--- src/sv/railcom_address_receiver_unit_macros.svh ---
// Assertion macros used by the receiver top module.
`ifndef RAILCOM_ADDRESS_RECEIVER_UNIT_MACROS_SVH
`define RAILCOM_ADDRESS_RECEIVER_UNIT_MACROS_SVH

// The consequent must hold in the same cycle as the antecedent.
`define RAR_ASSERT_SAME(label, ante, cons, msg) \
  label: assert property (@(posedge clk) disable iff (!rst_n) (ante) |-> (cons)) \
    else $error(msg);

// The consequent must hold in the cycle after the antecedent.
`define RAR_ASSERT_NEXT(label, ante, cons, msg) \
  label: assert property (@(posedge clk) disable iff (!rst_n) (ante) |=> (cons)) \
    else $error(msg);

`endif

--- src/sv/rar_pkg.sv ---
`timescale 1ns / 1ps

package rar_pkg;

  // Default sizes of the address history and the frame buffer.
  localparam int HISTORY_DEPTH_DEF = 2;
  localparam int FRAME_SLOTS_DEF   = 4;

  // Reset value of the view timeout limit, in ticks.
  localparam logic [15:0] VIEW_LIMIT_RESET = 16'd1000;

  // Line codes that close a frame.
  localparam logic [7:0] CODE_NACK = 8'h0F;
  localparam logic [7:0] CODE_ACK  = 8'hF0;
  localparam logic [7:0] CODE_BUSY = 8'hE1;

  // Datagram identifiers.
  localparam logic [3:0] ID_LONG_ADDR  = 4'd1;
  localparam logic [3:0] ID_SHORT_ADDR = 4'd2;

  // Top two data bits that mark the long-address high part.
  localparam logic [1:0] LONG_ADDR_TAG = 2'b10;

  // Step commands.
  localparam logic CMD_BYTE = 1'b0;
  localparam logic CMD_TICK = 1'b1;

  typedef struct packed {
    logic       command;
    logic [7:0] rx_byte;
  } in_item_t;

  typedef struct packed {
    logic        show_update;
    logic [15:0] shown_address;
    logic        timed_out;
  } out_item_t;

  // A decoded line byte: a 6-bit symbol, or a code that closes the frame.
  typedef struct packed {
    logic       is_data;
    logic [5:0] value;
  } sym_t;

  // What the frame buffer reports on a byte transfer.
  typedef struct packed {
    logic       pair_closed;
    logic [5:0] sym0;
    logic [5:0] sym1;
  } frame_evt_t;

  // 4-of-8 code table, indexed by symbol value.
  localparam logic [7:0] CODE_TABLE [64] = '{
    8'hAC, 8'hAA, 8'hA9, 8'hA5, 8'hA3, 8'hA6, 8'h9C, 8'h9A,
    8'h99, 8'h95, 8'h93, 8'h96, 8'h8E, 8'h8D, 8'h8B, 8'hB1,
    8'hB2, 8'hB4, 8'hB8, 8'h74, 8'h72, 8'h6C, 8'h6A, 8'h69,
    8'h65, 8'h63, 8'h66, 8'h5C, 8'h5A, 8'h59, 8'h55, 8'h53,
    8'h56, 8'h4E, 8'h4D, 8'h4B, 8'h47, 8'h71, 8'hE8, 8'hE4,
    8'hE2, 8'hD1, 8'hC9, 8'hC5, 8'hD8, 8'hD4, 8'hD2, 8'hCA,
    8'hC6, 8'hCC, 8'h78, 8'h17, 8'h1B, 8'h1D, 8'h1E, 8'h2E,
    8'h36, 8'h3A, 8'h27, 8'h2B, 8'h2D, 8'h35, 8'h39, 8'h33
  };

  // Reverse lookup of a line byte. Closing codes and bytes that are not in
  // the table both come back as non-data.
  function automatic sym_t map_byte(input logic [7:0] b);
    sym_t res;
    res = '0;
    for (int k = 0; k < 64; k++) begin
      if (CODE_TABLE[k] == b) begin
        res.is_data = 1'b1;
        res.value   = 6'(k);
      end
    end
    if (b == CODE_NACK || b == CODE_ACK || b == CODE_BUSY) begin
      res.is_data = 1'b0;
    end
    return res;
  endfunction

endpackage

--- src/sv/rar_frame_buf.sv ---
`timescale 1ns / 1ps

module rar_frame_buf
  import rar_pkg::*;
#(
  parameter int FRAME_SLOTS = FRAME_SLOTS_DEF
) (
  input  logic       clk,
  input  logic       rst_n,
  input  logic       byte_en,
  input  logic [7:0] rx_byte,
  output frame_evt_t evt
);

  localparam int FILL_W = $clog2(FRAME_SLOTS + 1);
  localparam int IDX_W  = $clog2(FRAME_SLOTS);

  logic [5:0]        slot_r [FRAME_SLOTS];
  logic [FILL_W-1:0] fill_r;
  logic [FILL_W-1:0] fill_nxt;
  sym_t              sym;
  logic              has_room;

  assign sym      = map_byte(rx_byte);
  assign has_room = (fill_r < FILL_W'(FRAME_SLOTS));

  // A closing byte reports whether exactly two symbols were collected.
  assign evt.pair_closed = byte_en && !sym.is_data && (fill_r == FILL_W'(2));
  assign evt.sym0        = slot_r[0];
  assign evt.sym1        = slot_r[1];

  // Fill count: cleared on close, advanced on a stored symbol.
  always_comb begin
    fill_nxt = fill_r;
    if (byte_en) begin
      if (!sym.is_data) begin
        fill_nxt = '0;
      end else if (has_room) begin
        fill_nxt = fill_r + FILL_W'(1);
      end
    end
  end

  always_ff @(posedge clk) begin
    if (!rst_n) begin
      fill_r <= '0;
    end else begin
      fill_r <= fill_nxt;
    end
  end

  // Symbol slots hold payload only; a full frame drops further symbols.
  always_ff @(posedge clk) begin
    if (byte_en && sym.is_data && has_room) begin
      slot_r[fill_r[IDX_W-1:0]] <= sym.value;
    end
  end

endmodule

--- src/sv/rar_addr_track.sv ---
`timescale 1ns / 1ps

module rar_addr_track
  import rar_pkg::*;
#(
  parameter int HISTORY_DEPTH = HISTORY_DEPTH_DEF
) (
  input  logic        clk,
  input  logic        rst_n,
  input  frame_evt_t  evt,
  output logic        confirmed,
  output logic [15:0] address
);

  localparam int PTR_W = (HISTORY_DEPTH > 1) ? $clog2(HISTORY_DEPTH) : 1;

  logic [15:0]      addr_r;
  logic [15:0]      addr_nxt;
  logic [15:0]      hist_r [HISTORY_DEPTH];
  logic [PTR_W-1:0] ptr_r;
  logic [PTR_W-1:0] ptr_nxt;
  logic [3:0]       id;
  logic [7:0]       data;
  logic             long_step;
  logic             all_equal;

  assign id        = evt.sym0[5:2];
  assign data      = {evt.sym0[1:0], evt.sym1};
  assign long_step = evt.pair_closed && (id == ID_LONG_ADDR);

  // New assembled address for this transfer.
  always_comb begin
    addr_nxt = addr_r;
    if (long_step) begin
      if (data[7:6] == LONG_ADDR_TAG) begin
        addr_nxt = addr_r + {2'b00, data[5:0], 8'h00};
      end
    end else if (evt.pair_closed && (id == ID_SHORT_ADDR)) begin
      addr_nxt = {8'h00, data};
    end
  end

  // The address is confirmed when every history entry already holds it.
  always_comb begin
    all_equal = 1'b1;
    for (int k = 0; k < HISTORY_DEPTH; k++) begin
      if (hist_r[k] != addr_nxt) begin
        all_equal = 1'b0;
      end
    end
  end

  assign confirmed = long_step && all_equal;
  assign address   = addr_nxt;

  // History pointer wraps at the history depth.
  always_comb begin
    ptr_nxt = ptr_r;
    if (long_step) begin
      if (ptr_r == PTR_W'(HISTORY_DEPTH - 1)) begin
        ptr_nxt = '0;
      end else begin
        ptr_nxt = ptr_r + PTR_W'(1);
      end
    end
  end

  always_ff @(posedge clk) begin
    if (!rst_n) begin
      addr_r <= '0;
      ptr_r  <= '0;
      for (int k = 0; k < HISTORY_DEPTH; k++) begin
        hist_r[k] <= '0;
      end
    end else begin
      addr_r <= addr_nxt;
      ptr_r  <= ptr_nxt;
      if (long_step) begin
        hist_r[ptr_r] <= addr_nxt;
      end
    end
  end

endmodule

--- src/sv/railcom_address_receiver_unit.sv ---
// Path: an accepted transfer is held in the input register, decoded from there, and its
// result is registered in the output register.
// Throughput: one item per cycle while out_stall is low, set by the single decode stage behind the input register.
// The output register keeps a result while the input register takes the next item.
// Reset (rst_n low, synchronous): frame, address, history and view timer cleared,
// view timeout limit loaded with 1000, both channels empty.
`timescale 1ns / 1ps
`include "railcom_address_receiver_unit_macros.svh"

module railcom_address_receiver_unit
  import rar_pkg::*;
#(
  parameter int HISTORY_DEPTH = HISTORY_DEPTH_DEF,
  parameter int FRAME_SLOTS   = FRAME_SLOTS_DEF
) (
  input  logic        clk,
  input  logic        rst_n,
  input  logic        in_valid,
  output logic        in_stall,
  input  in_item_t    in_data,
  output logic        out_valid,
  input  logic        out_stall,
  output out_item_t   out_data,
  input  logic        cfg_wr_en,
  input  logic [15:0] cfg_wr_data
);

  logic        s1_valid_r;
  in_item_t    s1_data_r;
  logic        out_valid_r;
  out_item_t   out_data_r;
  out_item_t   result;
  logic        advance;
  logic        fire;
  logic        byte_en;
  logic [15:0] limit_r;
  logic [15:0] timer_r;
  logic [15:0] timer_nxt;
  frame_evt_t  evt;
  logic        confirmed;
  logic [15:0] address;

  // The decode stage moves whenever the output register is free or drained.
  assign advance  = !out_valid_r || !out_stall;
  assign in_stall = s1_valid_r && !advance;
  assign fire     = s1_valid_r && advance;
  assign byte_en  = fire && (s1_data_r.command == CMD_BYTE);

  // Input register.
  always_ff @(posedge clk) begin
    if (!rst_n) begin
      s1_valid_r <= 1'b0;
    end else if (!in_stall) begin
      s1_valid_r <= in_valid;
    end
  end

  always_ff @(posedge clk) begin
    if (!in_stall && in_valid) begin
      s1_data_r <= in_data;
    end
  end

  // Configuration register.
  always_ff @(posedge clk) begin
    if (!rst_n) begin
      limit_r <= VIEW_LIMIT_RESET;
    end else if (cfg_wr_en) begin
      limit_r <= cfg_wr_data;
    end
  end

  rar_frame_buf #(
    .FRAME_SLOTS(FRAME_SLOTS)
  ) u_frame (
    .clk    (clk),
    .rst_n  (rst_n),
    .byte_en(byte_en),
    .rx_byte(s1_data_r.rx_byte),
    .evt    (evt)
  );

  rar_addr_track #(
    .HISTORY_DEPTH(HISTORY_DEPTH)
  ) u_addr (
    .clk      (clk),
    .rst_n    (rst_n),
    .evt      (evt),
    .confirmed(confirmed),
    .address  (address)
  );

  // View timer: a tick advances it up to one past the limit, a confirmed
  // address clears it, and it never wraps.
  always_comb begin
    timer_nxt = timer_r;
    if (fire) begin
      if (s1_data_r.command == CMD_TICK) begin
        if (timer_r <= limit_r && timer_r != 16'hFFFF) begin
          timer_nxt = timer_r + 16'd1;
        end
      end else if (confirmed) begin
        timer_nxt = '0;
      end
    end
  end

  always_ff @(posedge clk) begin
    if (!rst_n) begin
      timer_r <= '0;
    end else begin
      timer_r <= timer_nxt;
    end
  end

  // Result of this transfer, taken after the state update.
  always_comb begin
    result.show_update   = confirmed;
    result.shown_address = confirmed ? address : 16'h0000;
    result.timed_out     = (timer_nxt > limit_r);
  end

  // Output register.
  always_ff @(posedge clk) begin
    if (!rst_n) begin
      out_valid_r <= 1'b0;
    end else if (advance) begin
      out_valid_r <= s1_valid_r;
    end
  end

  always_ff @(posedge clk) begin
    if (fire) begin
      out_data_r <= result;
    end
  end

  assign out_valid = out_valid_r;
  assign out_data  = out_data_r;

  // A confirmed address has just cleared the timer, so it cannot be timed out.
  `RAR_ASSERT_SAME(a_show_not_timed_out, out_valid && out_data.show_update,
                   !out_data.timed_out, "confirmed address reported as timed out")

  // Without a display update the address field reads zero.
  `RAR_ASSERT_SAME(a_idle_address_zero, out_valid && !out_data.show_update,
                   out_data.shown_address == 16'h0000, "address shown without update")

  // An accepted input transfer always lands in the decode stage.
  `RAR_ASSERT_NEXT(a_accept_loads_stage, in_valid && !in_stall,
                   s1_valid_r, "accepted transfer lost at the input register")

endmodule
--- config.mk ---
export PLATFORM = sky130hd
export DESIGN_NAME = railcom_address_receiver_unit
export DESIGN_NICKNAME = d
export VERILOG_FILES = /design/src/sv/rar_pkg.sv /design/src/sv/rar_frame_buf.sv /design/src/sv/rar_addr_track.sv /design/src/sv/railcom_address_receiver_unit.sv
export VERILOG_INCLUDE_DIRS = /design/src /design/src/sv
export SDC_FILE = /design/constraint.sdc
export NUM_CORES = 1
export LEC_CHECK = 0
export BUFFER_PORTS_ARGS = -buffer_cell sky130_fd_sc_hd__buf_2
export CAP_MARGIN = 20
export CORE_UTILIZATION = 35
export CTS_CLUSTER_SIZE = 14
export DETAILED_ROUTE_END_ITERATION = 10
export GPL_TIMING_DRIVEN = 0
export HOLD_SLACK_MARGIN = 0.05
export SYNTH_ARGS = -nofsm -noshare
export SYNTH_HDL_FRONTEND = slang
export SYNTH_SLANG_ARGS = --single-unit
--- constraint.sdc ---
create_clock -name clk -period 7.47 [get_ports clk]
set_input_delay 1.494 -clock clk [delete_from_list [all_inputs] [get_ports clk]]
set_output_delay 1.494 -clock clk [all_outputs]
set_load 0.01 [all_outputs]
======== Yosys cells after proc, flatten, opt, wreduce, memory -nomap -nowiden ========
Memories as Yosys holds them, arrays and structs flattened.
Cells that the tools add are included.
storage, ports and cells
  bits in registers ....................... 81
  bits in writable memories ............... 56
  output and inout bits ................... 20
  logic and storage cells ................. 205
  memories kept ........................... 2
cells by class
  add/subtract/negate cells ............... 4
  magnitude comparators ................... 3
  equality and inequality tests ........... 75
  mux-type cells .......................... 86
  bitwise gates (word level) .............. 1
  reduce and logical (&&, ||, !) cells .... 22
memory list
  name            depth  bits a word  read ports  clocked after memory_dff  write ports  line                  text
  u_addr.hist_r   2      16           2           0                         2            rar_addr_track.sv:19  logic [15:0] hist_r [HISTORY_DEPTH];
  u_frame.slot_r  4      6            2           0                         1            rar_frame_buf.sv:18   logic [5:0] slot_r [FRAME_SLOTS];
operator list
  operator                                                         number
  7-bit two-way mux                                                64
  8-bit == test, first input constant                              31
  7-bit by 8-bit == test with 1-bit output, first input constant   20
  16-bit two-way mux                                               8
  6-bit by 8-bit == test with 1-bit output, first input constant   9
  5-bit by 8-bit == test with 1-bit output, first input constant   4
  16-bit inequality test                                           2
  16-bit by 1-bit adder with 16-bit output, second input constant  1
  16-bit by 14-bit adder with 16-bit output                        1
  8-bit == test, second input constant                             2
  16-bit > comparator                                              1
  16-bit <= comparator                                             1
  16-bit inequality test, second input constant                    1
  16-bit OR reduction                                              1
  1-bit logical AND                                                12
  1-bit two-way mux                                                12
  8-bit by 4-bit == test with 1-bit output, second input constant  1
  3-bit two-way mux                                                2
  1-bit zero test                                                  5
  4-bit by 1-bit == test with 1-bit output, second input constant  1
  4-bit by 2-bit == test with 1-bit output, second input constant  1
  3-bit by 1-bit adder with 3-bit output, second input constant    1
  3-bit by 2-bit == test with 1-bit output, second input constant  1
  1-bit logical OR                                                 3
  other kinds (6)                                                  6

======== Logic depth before layout (Yosys ltp) ========
  word-level depth ........................ 80
  depth in mapped cells ................... 26
  depth with buffers taken out ............ 24

======== Cells and area by module ========
From an unflattened synthesis, not the netlist that was laid out.
second synthesis, totals
  cell total of the unflattened synthesis .. 875
  area, all modules ....................... 8076.5 um2
modules (own cells, without submodules)
  module                         times used  cells each  area an instance (um2)  sequential area each (um2)
  railcom_address_receiver_unit  1           329         3289.4                  1491.4
  rar_addr_track                 1           280         2672.6                  1301.2
  rar_frame_buf                  1           266         2114.5                  420.4

======== Worst setup path before layout ========
No wires, ideal clock.
  path kind ............................... input-to-reg
  from .................................... in out_stall
  to ...................................... reg out_data_r (netlist bit out_data[0]) (data pin)
  library setup time ...................... 262 ps
  data arrival time ....................... 5278 ps
  setup slack ............................. 1929 ps
  stages on the path ...................... 22
  buffers on the path ..................... 1
  cells stage by stage .................... a21bo_2 > nor3_1 > nand4_1 > nor4_1 > buf_4 > mux2i_1 > or3_1 > nor4_1 > nand4_1 > inv_2 > o221ai_1 > ha_1 > a21oi_1 > o22ai_1 > o21ai_0 > nand2b_1 > a21oi_1 > nor2b_1 > o21ai_0 > nand2b_1 > a21oi_1 > a31oi_1
RTL lines
  item                  line                                  text
  start, declared       railcom_address_receiver_unit.sv:22   input logic out_stall,
  end signal, assigned  railcom_address_receiver_unit.sv:134  out_data_r <= result;
  end, declared         railcom_address_receiver_unit.sv:31   out_item_t out_data_r;

==> impl_metrics.env <==
export IMPL_viasPerCell=5.70
export IMPL_wirelength_mm=24.8
export IMPL_path_clk_slew_ns=0.07
export IMPL_syn_area_um2=8600
export IMPL_ctsHoldBuffers=0
export IMPL_cp_num_buf_inv=4
export IMPL_power_leakage_uw=0.00388
export IMPL_drive_above_1_share_pct=11.7
export IMPL_peakVddDrop_v=0.000133
export IMPL_synth_distinct_cells=81
export IMPL_ys_flop_type="edfxtp_1"
export IMPL_initialDrtViolationCount=723
export IMPL_slew_viol_final=0
export IMPL_synth_top_family_by_area="simple AND/OR/NAND/NOR gates"
export IMPL_r2r_end="out_data[0]"
export IMPL_period_share_pct=91.1
export IMPL_layout_min_cycle_time_ns=6.81
export IMPL_synth_top_area_share_pct=24.8
export IMPL_hold_path_end="out_valid"
export IMPL_cp_max_fo=10
export IMPL_core_um2=23800
export IMPL_yosysTopAreaCell="edfxtp_1"
export IMPL_die_y_um=159
export IMPL_slew_headroom_pct=45.3
export IMPL_crit_path_start_kind="flip-flop"
export IMPL_numPortBuffers=48
export IMPL_synthAdderAreaFrac_pct=6.49
export IMPL_dieArea_um2=25200
export IMPL_ys_seq_elements=125
export IMPL_cts_root_buf="clkbuf_16"
export IMPL_clock_latency_ns=0.43
export IMPL_r2r_worst_path_cells=25
export IMPL_grt_pass1_wl_mm=38.9
export IMPL_r2r_start="s1_data_r[2]"
export IMPL_slowest_delay_ns=0.57
export IMPL_rsz0062_at_grt="no"
export IMPL_grt_overflow_total=0
export IMPL_htree_num_levels=4
export IMPL_diodes=0
export IMPL_crit_path_frequent_cell="a21oi_1"
export IMPL_wl_met2_mm=10.7
export IMPL_place_gp_congestion=0.973
export IMPL_hold_slack_ns=0.482
export IMPL_setup_viol=0
export IMPL_min_path_type="flip-flop to flip-flop"
export IMPL_worstSetupPathType="flip-flop to flip-flop"
export IMPL_seq_area_frac_synth_pct=37.4
export IMPL_ys_top_cells_by_count="nor2_1, nand2_1, edfxtp_1"
export IMPL_rows=56
export IMPL_cp_required_ns=7.63
export IMPL_grt_max_degree=28
export IMPL_seq_area_um2=3210
export IMPL_antenna_found_initial=0
export IMPL_die_w_um=159
export IMPL_fin_total_pwr_uw=1800
export IMPL_synth_edff_count=71
export IMPL_cts_setup_buffers=0
export IMPL_critical_path_top_delay_family="simple AND/OR/NAND/NOR gates"
export IMPL_worst_pin_slew_ns=0.819
export IMPL_synth_nets=1052
export IMPL_r2r_setup_slack_ns=0.66
export IMPL_fin_nets=1121
export IMPL_synth_xor_area_share_pct=1.73
export IMPL_setup_tns_final_ns=0
export IMPL_initial_core_util_pct=36.2
export IMPL_boundaryPins=50
export IMPL_cts_tree="yes"
export IMPL_yosysMostFrequentCell="nor2_1"
export IMPL_synthTopCellsByArea="edfxtp_1, dfxtp_1, ha_1"
export IMPL_fin_util_pct=41.5
export IMPL_wl_met3_mm=1.38
export IMPL_cts_buffers=17
export IMPL_max_freq_mhz=147
export IMPL_yosys_area_share_simple_pct=25.6
export IMPL_fillers=2302
export IMPL_dp_hpwl_mm=18.5
export IMPL_syn_to_final_growth_pct=14.6
export IMPL_hold_depth=2
export IMPL_wire_per_inst_um=18.0
export IMPL_synthCells=978
export IMPL_p_per_area_nw_per_um2=183
export IMPL_clockBufferDepth=2
export IMPL_drtAntennaViolNets=0
export IMPL_syn_avg_cell_area_um2=8.79
export IMPL_drc=0
export IMPL_synth_mux_area_share_pct=3.62
export IMPL_ys_warn_count=0
export IMPL_synth_compound_area_share_pct=19.7
export IMPL_wl_met1_mm=12.0
export IMPL_multiInputGateArea_um2=4910
export IMPL_clock_sinks=125
export IMPL_worstSetupEndpointType="flip-flop"
export IMPL_maxUsedRoutingLayer="met4"
export IMPL_cap_violations=0
export IMPL_worstPathArrival_ns=6.96
export IMPL_first_global_vias=7150
export IMPL_hold_viol=0
export IMPL_status="complete, no violations"
export IMPL_first_pass_iters=5
export IMPL_hp_start="s1_valid_r"
export IMPL_async_flop_share_pct=0
export IMPL_crit_slowest_cell="nor4b_4"
export IMPL_ctsResizeCount=0
export IMPL_track_usage_pct=19.5
export IMPL_finalClockSkew_ns=0.0103
export IMPL_route_vias_total=7867
-- report_power, final --
part           total, uW  switching [uW]  internal (uW)
logic                187             123           63.1
registers            762            13.3            748
clock network        855             352            504
total               1800             488           1310
-- cells by family (layout without fill, tap and decap cells) --
group | Yosys count | after routing
xor+xnor | 17 | 17
fa+ha+maj | 44 | 44
flops | 125 | 125
buf+inv | 115 | 197
simple gates | 409 | 409
compound gates | 237 | 237
mux | 31 | 31
-- worst max-delay path by stage --
stage                 start     endpoint  slack [ns]  cells past startpoint
2_1_floorplan     out_stall  out_data[0]        1.93                     22
6_report       s1_data_r[2]  out_data[0]        0.66                     25
4_1_cts           out_stall  out_data[0]        0.62                     23
3_5_place_dp      out_stall  out_data[0]        0.19                     23
5_1_grt        s1_data_r[2]  out_data[0]        0.22                     25
3_3_place_gp      out_stall  out_data[0]        0.16                     23
-- final cells by class --
| class | instances | area share [%] |
|---|---|---|
| multi-input combinational | 738 | 49.9 |
| sequential | 125 | 32.6 |
| inverter | 54 | 2.06 |
| timing repair buffer | 50 | 2.57 |
| clock inverter | 15 | 1.79 |
| buffer | 61 | 2.73 |
| clock buffer | 17 | 4.32 |
| tap | 319 | 4.05 |
-- flip-flops by register name, summed over array words and instances, names as in the netlist --
signal / cells
u_frame.fill_r: 3
u_addr.ptr_r: 1
u_frame.slot_r: 12
timer_r: 16
u_addr.hist_r: 32
s1_valid_r: 1
out_data: 18
s1_data_r: 9
out_valid: 1
limit_r: 16
u_addr.addr_r: 16
-- layout by cell type (no fill, tap or decap), types with 10 or more instances in the layout --
| cell | n |
|---|---|
| o21ai_0 | 24 |
| xnor2_1 | 10 |
| clkbuf_1 | 34 |
| and3_1 | 15 |
| and2_1 | 13 |
| clkbuf_16 | 17 |
| nand4_1 | 19 |
| nand2b_1 | 29 |
| o211ai_1 | 18 |
| nor2_1 | 97 |
| o22ai_1 | 13 |
| a31oi_1 | 13 |
| nand3_1 | 36 |
| dfxtp_1 | 54 |
| o21ai_1 | 10 |
| a21o_1 | 19 |
| mux2i_1 | 30 |
| nor2b_1 | 21 |
| nand2_1 | 75 |
| nor3_1 | 24 |
| inv_1 | 53 |
| nor4_1 | 23 |
| a21oi_1 | 40 |
| buf_2 | 62 |
| ha_1 | 43 |
| edfxtp_1 | 71 |
-- worst register-to-register path, cell delays in order, from the launching register on --
cell and delay, ns:
edfxtp_1 0.42, buf_4 0.20, clkbuf_1 0.33, clkbuf_1 0.45, xnor2_1 0.23, a211oi_1 0.08, o211ai_1 0.48, and2_1 0.25
nor4b_4 0.57, o211ai_1 0.21, or4_1 0.47, nor4_1 0.33, nand4_1 0.54, inv_2 0.33, o221ai_1 0.17, ha_1 0.33
a21oi_1 0.16, o22ai_1 0.09, o21ai_0 0.14, nand2b_1 0.08, a21oi_1 0.14, nor2b_1 0.05, o21ai_0 0.15, nand2b_1 0.07
a21oi_1 0.18, a31oi_1 0.09
-- metal layers --
layer	GRT usage (%)	vias up
li1	-	3805
met5	0	-
met3	3.40	64
met1	27.5	3670
met4	7.99	0
met2	29.1	328
-- stage by stage --
| step | instances | setup slack, ns | instance area (um^2) |
|---|---|---|---|
| floorplan | 978 | 1.93 | 8600 |
| global placement | 1345 | 0.158 | 9240 |
| detailed placement | 1346 | 0.195 | 9240 |
| CTS | 1378 | 0.621 | 9850 |
| global route | 1379 | 0.220 | 9850 |
| finish | 1379 | 0.664 | 9850 |
(Power assumes the default switching activity.)
